### config.mk
export PLATFORM = sky130hd
export DESIGN_NAME = lfur_ctrl
export DESIGN_NICKNAME = d
export VERILOG_FILES = /design/src/hdl/lfur_pkg.sv /design/src/hdl/lfur_ctrl.sv
export SDC_FILE = /design/constraint.sdc
export NUM_CORES = 1
export LEC_CHECK = 0
export BUFFER_PORTS_ARGS = -buffer_cell sky130_fd_sc_hd__buf_2
export CORE_ASPECT_RATIO = 0.9
export CORE_MARGIN = 2
export CORE_UTILIZATION = 49
export DETAILED_ROUTE_END_ITERATION = 7
export GPL_TIMING_DRIVEN = 1
export PLACE_DENSITY = 0.81
export SKIP_CTS_REPAIR_TIMING = 1
export SLEW_MARGIN = 5
export SYNTH_ARGS = -nofsm -noshare
export SYNTH_HDL_FRONTEND = slang
export SYNTH_SLANG_ARGS = --single-unit
### constraint.sdc
create_clock -name clk_i -period 1.57 [get_ports clk_i]
set_clock_uncertainty 0.05 [all_clocks]
set_input_delay 0.2355 -clock clk_i [delete_from_list [all_inputs] [get_ports clk_i]]
set_output_delay 0.2355 -clock clk_i [all_outputs]
set_load 0.005 [all_outputs]
### src/hdl/lfur_pkg.sv
`default_nettype none
package lfur_pkg;

  // Bits per table entry and per draw
  localparam int unsigned FRAC_W = 24;
  localparam int unsigned BIT_CNT_W = 5;
  // Short lag starts at the 33rd entry
  localparam int unsigned SHORT_LAG_ADDR = 32;

  typedef enum logic [3:0] {
    CS_IDLE,
    CS_SEED_LOAD,
    CS_SEED_DIV,
    CS_SEED_SPLIT,
    CS_MIX,
    CS_FILL_END,
    CS_DRAW_READ,
    CS_DRAW_DIFF,
    CS_DRAW_SCALE,
    CS_RESULT
  } ctrl_state_e;

  typedef enum logic [2:0] {
    MX_AB,
    MX_RED1,
    MX_FIX1,
    MX_XC,
    MX_RED2,
    MX_FIX2,
    MX_BIT
  } mix_phase_e;

  typedef enum logic [1:0] {
    CFG_SEED_FIRST,
    CFG_SEED_SECOND,
    CFG_RANGE_LOWER,
    CFG_RANGE_UPPER
  } cfg_reg_e;

  typedef struct packed {
    logic       seed_load;
    logic       seed_div;
    logic       seed_split;
    logic       mix_en;
    mix_phase_e mix_phase;
    logic       fill_we;
    logic       fill_end;
    logic       draw_read;
    logic       draw_diff;
    logic       draw_scale;
    logic       result_load;
  } dp_cmd_t;

endpackage
`default_nettype wire

### src/hdl/lfur_ctrl.sv
`default_nettype none
module lfur_ctrl #(
  parameter int unsigned TABLE_DEPTH = 97,
  localparam int unsigned ADDR_W = $clog2(TABLE_DEPTH)
) (
  input  wire logic              clk_i,
  input  wire logic              rst_ni,
  input  wire logic              in_valid_i,
  output logic                   in_ready_o,
  input  wire logic              reseed_i,
  input  wire logic              out_free_i,
  output lfur_pkg::dp_cmd_t      cmd_o,
  output logic      [ADDR_W-1:0] fill_addr_o
);

  import lfur_pkg::*;

  localparam logic [BIT_CNT_W-1:0] LAST_BIT = BIT_CNT_W'(FRAC_W - 1);
  localparam logic [ADDR_W-1:0] LAST_ENTRY = ADDR_W'(TABLE_DEPTH - 1);

  ctrl_state_e            state_q, state_d;
  mix_phase_e             phase_q, phase_d;
  logic [BIT_CNT_W-1:0]   bit_q, bit_d;
  logic [ADDR_W-1:0]      entry_q, entry_d;
  logic                   seed_busy_q, seed_busy_d;
  logic                   entry_done;

  assign entry_done = (phase_q == MX_BIT) && (bit_q == LAST_BIT);

  // Next state and sequencing counters
  always_comb begin
    state_d     = state_q;
    phase_d     = phase_q;
    bit_d       = bit_q;
    entry_d     = entry_q;
    seed_busy_d = seed_busy_q;
    unique case (state_q)
      CS_IDLE: begin
        if (in_valid_i) begin
          // the first request after reset always rebuilds the table
          state_d = (reseed_i || seed_busy_q) ? CS_SEED_LOAD : CS_DRAW_READ;
        end
      end
      CS_SEED_LOAD:  state_d = CS_SEED_DIV;
      CS_SEED_DIV:   state_d = CS_SEED_SPLIT;
      CS_SEED_SPLIT: begin
        state_d = CS_MIX;
        phase_d = MX_AB;
        bit_d   = '0;
        entry_d = '0;
      end
      CS_MIX: begin
        unique case (phase_q)
          MX_AB:   phase_d = MX_RED1;
          MX_RED1: phase_d = MX_FIX1;
          MX_FIX1: phase_d = MX_XC;
          MX_XC:   phase_d = MX_RED2;
          MX_RED2: phase_d = MX_FIX2;
          MX_FIX2: phase_d = MX_BIT;
          MX_BIT:  phase_d = MX_AB;
          default: phase_d = MX_AB;
        endcase
        if (phase_q == MX_BIT) begin
          bit_d = entry_done ? '0 : bit_q + 1'b1;
        end
        if (entry_done) begin
          if (entry_q == LAST_ENTRY) begin
            state_d = CS_FILL_END;
          end else begin
            entry_d = entry_q + 1'b1;
          end
        end
      end
      CS_FILL_END: begin
        state_d     = CS_DRAW_READ;
        seed_busy_d = 1'b0;
      end
      CS_DRAW_READ:  state_d = CS_DRAW_DIFF;
      CS_DRAW_DIFF:  state_d = CS_DRAW_SCALE;
      CS_DRAW_SCALE: state_d = CS_RESULT;
      CS_RESULT: begin
        // hold the result until the output register is free
        if (out_free_i) begin
          state_d = CS_IDLE;
        end
      end
      default: state_d = CS_IDLE;
    endcase
  end

  // Commands to the datapath
  always_comb begin
    cmd_o           = '0;
    cmd_o.mix_phase = phase_q;
    in_ready_o      = 1'b0;
    unique case (state_q)
      CS_IDLE:       in_ready_o = 1'b1;
      CS_SEED_LOAD:  cmd_o.seed_load = 1'b1;
      CS_SEED_DIV:   cmd_o.seed_div = 1'b1;
      CS_SEED_SPLIT: cmd_o.seed_split = 1'b1;
      CS_MIX: begin
        cmd_o.mix_en  = 1'b1;
        cmd_o.fill_we = entry_done;
      end
      CS_FILL_END:   cmd_o.fill_end = 1'b1;
      CS_DRAW_READ:  cmd_o.draw_read = 1'b1;
      CS_DRAW_DIFF:  cmd_o.draw_diff = 1'b1;
      CS_DRAW_SCALE: cmd_o.draw_scale = 1'b1;
      CS_RESULT:     cmd_o.result_load = out_free_i;
      default:       in_ready_o = 1'b0;
    endcase
  end

  assign fill_addr_o = entry_q;

  always_ff @(posedge clk_i or negedge rst_ni) begin
    if (!rst_ni) begin
      state_q     <= CS_IDLE;
      phase_q     <= MX_AB;
      bit_q       <= '0;
      entry_q     <= '0;
      seed_busy_q <= 1'b1;
    end else begin
      state_q     <= state_d;
      phase_q     <= phase_d;
      bit_q       <= bit_d;
      entry_q     <= entry_d;
      seed_busy_q <= seed_busy_d;
    end
  end

endmodule
`default_nettype wire

==> results.json, run 1 <==
{
  "grt-ovfl-total": 0,
  "relSlewSlack_pct": 68.6,
  "hold_viol_final": 0,
  "seq_area_frac_synth_pct": 39.0,
  "drive_gt1_share_pct": 53.2,
  "io_pins": 26,
  "r2r_start": "state_q[0]",
  "core-area_mm2": 0.00247,
  "synthesis.area_mm2": 0.00129,
  "most-common-layout-cells": "buf_4, buf_2, dfrtp_1",
  "path_class": "reg2out",
  "vias": 1433,
  "rsz0062_at_grt": "true",
  "peakVddDrop_mv": 1.36,
  "dp_hpwl_um": 2390,
  "rows": 17,
  "worst_pin_slew_ns": 0.471,
  "p_leak_nw": 0.974,
  "async_reset_ff_share_pct": 100,
  "design.die.area_mm2": 0.00305,
  "vias_per_cell": 6.15,
  "synth-main-ff-cell": "dfrtp_1",
  "grt_pass1_vias": 1264,
  "ant_nets": 0,
  "violations": "setup timing",
  "crit_fanout": 5,
  "syn_nets": 146,
  "antennaDiodeCount": 0,
  "synth_edf_count": 0,
  "clock_path_buffers": 2,
  "ys_ff_latch": 20,
  "ff2ff_path_depth": 5,
  "totalNegativeSetupSlack_ns": -5.42,
  "synthCells": 138,
  "final-instance-count-excl-fill": 233,
  "cts_tree": "yes",
  "yosys_warnings": 0,
  "avgSynthCellArea_um2": 9.33,
  "start_util_pct": 52.2,
  "drc": 0,
  "drt_wl_total_um": 4270,
  "path_clk_slew_ns": 0.12,
  "dp.cells": 217,
  "insertion_delay_ns": 0.31,
  "routedWlPerCell_um": 18.3,
  "worstPathArrival_ns": 1.67,
  "required_ns": 1.28,
  "grt_usage_pct": 23.1,
  "clock_sinks": 20,
  "htree_levels": 1,
  "final_common_cell": "buf_4",
  "power_mw": 2.98,
  "nets": 214,
  "first_pass_iters": 5,
  "fmax_mhz": 511,
  "grt_start_max_net_pins": 21,
  "drt_iter0_markers": 87,
  "post-place-ws_ns": -0.167,
  "endpoint_kind": "output port",
  "min_path_cells": 4,
  "fin_util_pct": 82.4,
  "drv_slew": 0,
  "setup_violations": 27,
  "post-route-period-util_pct": 125,
  "ys_types": 47,
  "r2r-end": "bit_q[2]",
  "cap_violations": 0,
  "hp-start": "out_free_i",
  "grt_first_pass_wirelength_um": 5400,
  "setup_ws_ns": -0.386,
  "die_h_um": 52.6,
  "min_delay_worst_endpoint": "state_q[3]",
  "finalWeightedCongestion": 0.881,
  "status": "finished, violations left",
  "portBuffers": 25,
  "numCtsBuffers": 3,
  "worst_setup_path_start_kind": "flop",
  "period_needed_ns": 1.96,
  "cts-root-buf": "clkbuf_4",
  "area_delta_synth_final_pct": 57.9,
  "p_per_area_mw_per_mm2": 1470,
  "hold_path_class": "in2reg",
  "fp.dieW_um": 58.0,
  "antenna_found_initial": 0,
  "reg2reg_slack_ns": -0.37
}
## cell usage after synthesis, types with 3 or more instances
master	n	area share, %
a21oi_1	4	1.6
a221o_1	4	3.1
and3_1	3	1.5
clkbuf_1	3	0.87
dfrtp_1	19	37
ha_1	3	2.9
inv_1	7	2.0
nand2_1	10	2.9
nand3_1	8	3.1
nand4_1	3	1.5
nor2_1	11	3.2
nor2b_1	3	1.5
nor3_1	6	2.3
nor4b_1	3	2.0
o21ai_0	9	3.5
## routing by layer
layer	track usage (%)	vias to the layer above	share of wire, %	routed length (um)
met2	40.3	64	50	2150
met4	5.81	0	1.1	48
met3	5.19	6	5.9	253
met1	29.0	710	43	1820
li1	-	653	-	-
met5	0	-	0	0
## state kept, by name, indices dropped and copies added (netlist names)
| register | count |
|---|---|
| bit_q | 5 |
| fill_addr_o | 7 |
| phase_q | 3 |
| seed_busy_q | 1 |
| state_q | 4 |
## cell families (layout without fill, tap and decap cells)
kind of cell | Yosys count | count (layout) | synth area share [%]
compound gates | 36 | 36 | 21.2
fa+ha+maj | 3 | 3 | 2.92
buf+inv | 15 | 82 | 6.32
flops | 20 | 20 | 39.0
mux | 2 | 2 | 1.65
simple gates | 62 | 62 | 29.0
## worst max-delay path by stage
stage,depth (start not counted),slack (ns),startpoint,end
global placement,4,-0.13,state_q[0],bit_q[2]
finish,4,-0.39,state_q[0],cmd_o[9]
CTS,5,-0.50,bit_q[1],cmd_o[5]
detailed placement,4,-0.17,state_q[0],bit_q[2]
global route,4,-0.42,state_q[0],cmd_o[9]
floorplan,5,-0.12,state_q[3],fill_addr_o[3]
## critical path: stages (launching register included)
cell and delay (ns):
dfrtp_1 0.43, or4b_4 0.62, clkinv_4 0.10, buf_6 0.11, buf_6 0.09
## stage by stage
step / hold slack (ns) / cell area (um^2)
after floorplan: -0.110 / 1290
after global placement: 0.156 / 1650
after detailed placement: 0.157 / 1650
after CTS: -0.177 / 1680
after global routing: 0.242 / 2030
final: 0.218 / 2030
## where the power goes
part | switching, mW | internal (mW)
combinational | 1.05 | 0.988
clock | 0.164 | 0.0992
sequential | 0.0792 | 0.602
## layout make-up
| class | count | area (um^2) |
|---|---|---|
| fill | 124 | 434 |
| timing repair buffer | 70 | 552 |
| multi-input combinational | 103 | 868 |
| sequential | 20 | 502 |
| tap | 28 | 35.0 |
| inverter | 8 | 50.0 |
| clock buffer | 4 | 26.3 |
Power figures use the tool's default switching activity.
==> run 2, diff against run 1 <==
CAP_MARGIN = 20   (was unset)
CTS_CLUSTER_DIAMETER = 100   (was unset)
RECOVER_POWER = 25   (was unset)
==> results.json, run 2 (same netlist as run 1, synthesis figures left out) <==
{
  "final_common_cell": "buf_4",
  "drv_slew": 0,
  "rsz0062_at_grt": "true",
  "cpMostUsedCell": "buf_6",
  "peakVddDrop_mv": 1.36,
  "design.die.area_mm2": 0.00305,
  "clock_sinks": 20,
  "drt_iter0_markers": 87,
  "period_needed_ns": 1.96,
  "min_delay_worst_endpoint": "state_q[3]",
  "grt_start_max_net_pins": 21,
  "die_h_um": 52.6,
  "r2r-end": "bit_q[2]",
  "endpoint_kind": "output port",
  "min_path_cells": 4,
  "routedWlPerCell_um": 18.4,
  "largest_reg_flops": 7,
  "core-area_mm2": 0.00247,
  "area_delta_synth_final_pct": 57.9,
  "grt-ovfl-total": 0,
  "antennaDiodeCount": 0,
  "hold_viol_final": 0,
  "setup_violations": 27,
  "grt_pass1_vias": 1264,
  "worst_setup_path_start_kind": "flop",
  "whs_ns": 0.213,
  "path_class": "reg2out",
  "slowest_delay_ns": 0.62,
  "htree_levels": 1,
  "status": "finished, violations left",
  "reg2reg_slack_ns": -0.38,
  "crit_fanout": 5,
  "fp.dieW_um": 58.0,
  "grt_first_pass_wirelength_um": 5400,
  "rows": 17,
  "first_pass_iters": 4,
  "dp_hpwl_um": 2390,
  "ff2ff_path_depth": 5,
  "p_leak_nw": 0.974,
  "post-route-period-util_pct": 125,
  "p_per_area_mw_per_mm2": 1470,
  "finalWeightedCongestion": 0.881,
  "required_ns": 1.28,
  "numCtsBuffers": 3,
  "io_pins": 26,
  "totalNegativeSetupSlack_ns": -5.60,
  "fmax_mhz": 509,
  "startpoint": "state_q[0]",
  "antenna_found_initial": 0,
  "start_util_pct": 52.2,
  "cts_tree": "yes",
  "setup_ws_ns": -0.395,
  "cts-root-buf": "clkbuf_4",
  "drt_wl_total_um": 4280,
  "drc": 0,
  "violations": "setup timing",
  "fin_util_pct": 82.4,
  "worst_pin_slew_ns": 0.527,
  "fillers": 124,
  "worstPathArrival_ns": 1.68,
  "path_cells": "or4b_4 -> clkinv_4 -> buf_6 -> buf_6",
  "clock_path_buffers": 2,
  "vias_per_cell": 6.08,
  "r2r_start": "state_q[0]",
  "path_clk_slew_ns": 0.12,
  "slowest_stage": "or4b_4",
  "insertion_delay_ns": 0.31,
  "cap_violations": 0,
  "nets": 214,
  "most-common-layout-cells": "buf_4, buf_2, dfrtp_1",
  "drive_gt1_share_pct": 53.2,
  "vias": 1416,
  "ant_nets": 0,
  "relSlewSlack_pct": 64.8,
  "hp-start": "out_free_i",
  "post-place-ws_ns": -0.167,
  "hold_path_class": "in2reg",
  "grt_usage_pct": 23.1,
  "portBuffers": 25
}
==> run 2: stage by stage <==
| stage | instances | power, mW | area, um^2 |
|---|---|---|---|
| after detailed placement | 217 | 1.86 | 1650 |
| after CTS | 221 | 2.12 | 1680 |
| after global placement | 217 | 1.82 | 1650 |
| after floorplan | 138 | 1.42 | 1290 |
| final | 233 | 2.98 | 2030 |
| after global routing | 233 | 3.11 | 2030 |
==> run 2: power breakdown <==
part | switching (mW) | internal [mW] | total (mW)
sequential | 0.0798 | 0.602 | 0.682
clock | 0.168 | 0.0993 | 0.267
combinational | 1.05 | 0.987 | 2.04
==> run 2: critical path: cells and delay by family, from the launching register on <==
kind	cells	cell delay, ns
flip-flops	1	0.44
AND/OR/NAND/NOR	1	0.62
buffers and inverters	3	0.30
==> run 2: how the worst max path moves through the flow <==
stage                     endpoint  slack (ns)  cells past startpoint
floorplan           fill_addr_o[3]       -0.12                      5
global placement          bit_q[2]       -0.13                      4
detailed placement        bit_q[2]       -0.17                      4
CTS                       cmd_o[5]       -0.50                      5
global route              cmd_o[9]       -0.42                      4
finish                    cmd_o[9]       -0.39                      4
==> run 2: area by class of cell <==
cell class / instances / area (um^2) / area share, %
multi-input cells: 103 / 868 / 42.7
flip-flops and latches: 20 / 502 / 24.7
repair buffers: 70 / 552 / 27.1
clock buffers: 4 / 26.3 / 1.29
inverters: 8 / 50.0 / 2.46
well taps: 28 / 35.0 / 1.72
==> run 2: per-layer routing <==
| layer | part of all wire, % | GRT usage (%) | wire length (um) |
|---|---|---|---|
| met1 | 43 | 29.0 | 1840 |
| met5 | 0 | 0 | 0 |
| met3 | 5.5 | 5.19 | 234 |
| met2 | 50 | 40.3 | 2140 |
| met4 | 1.6 | 5.81 | 68 |
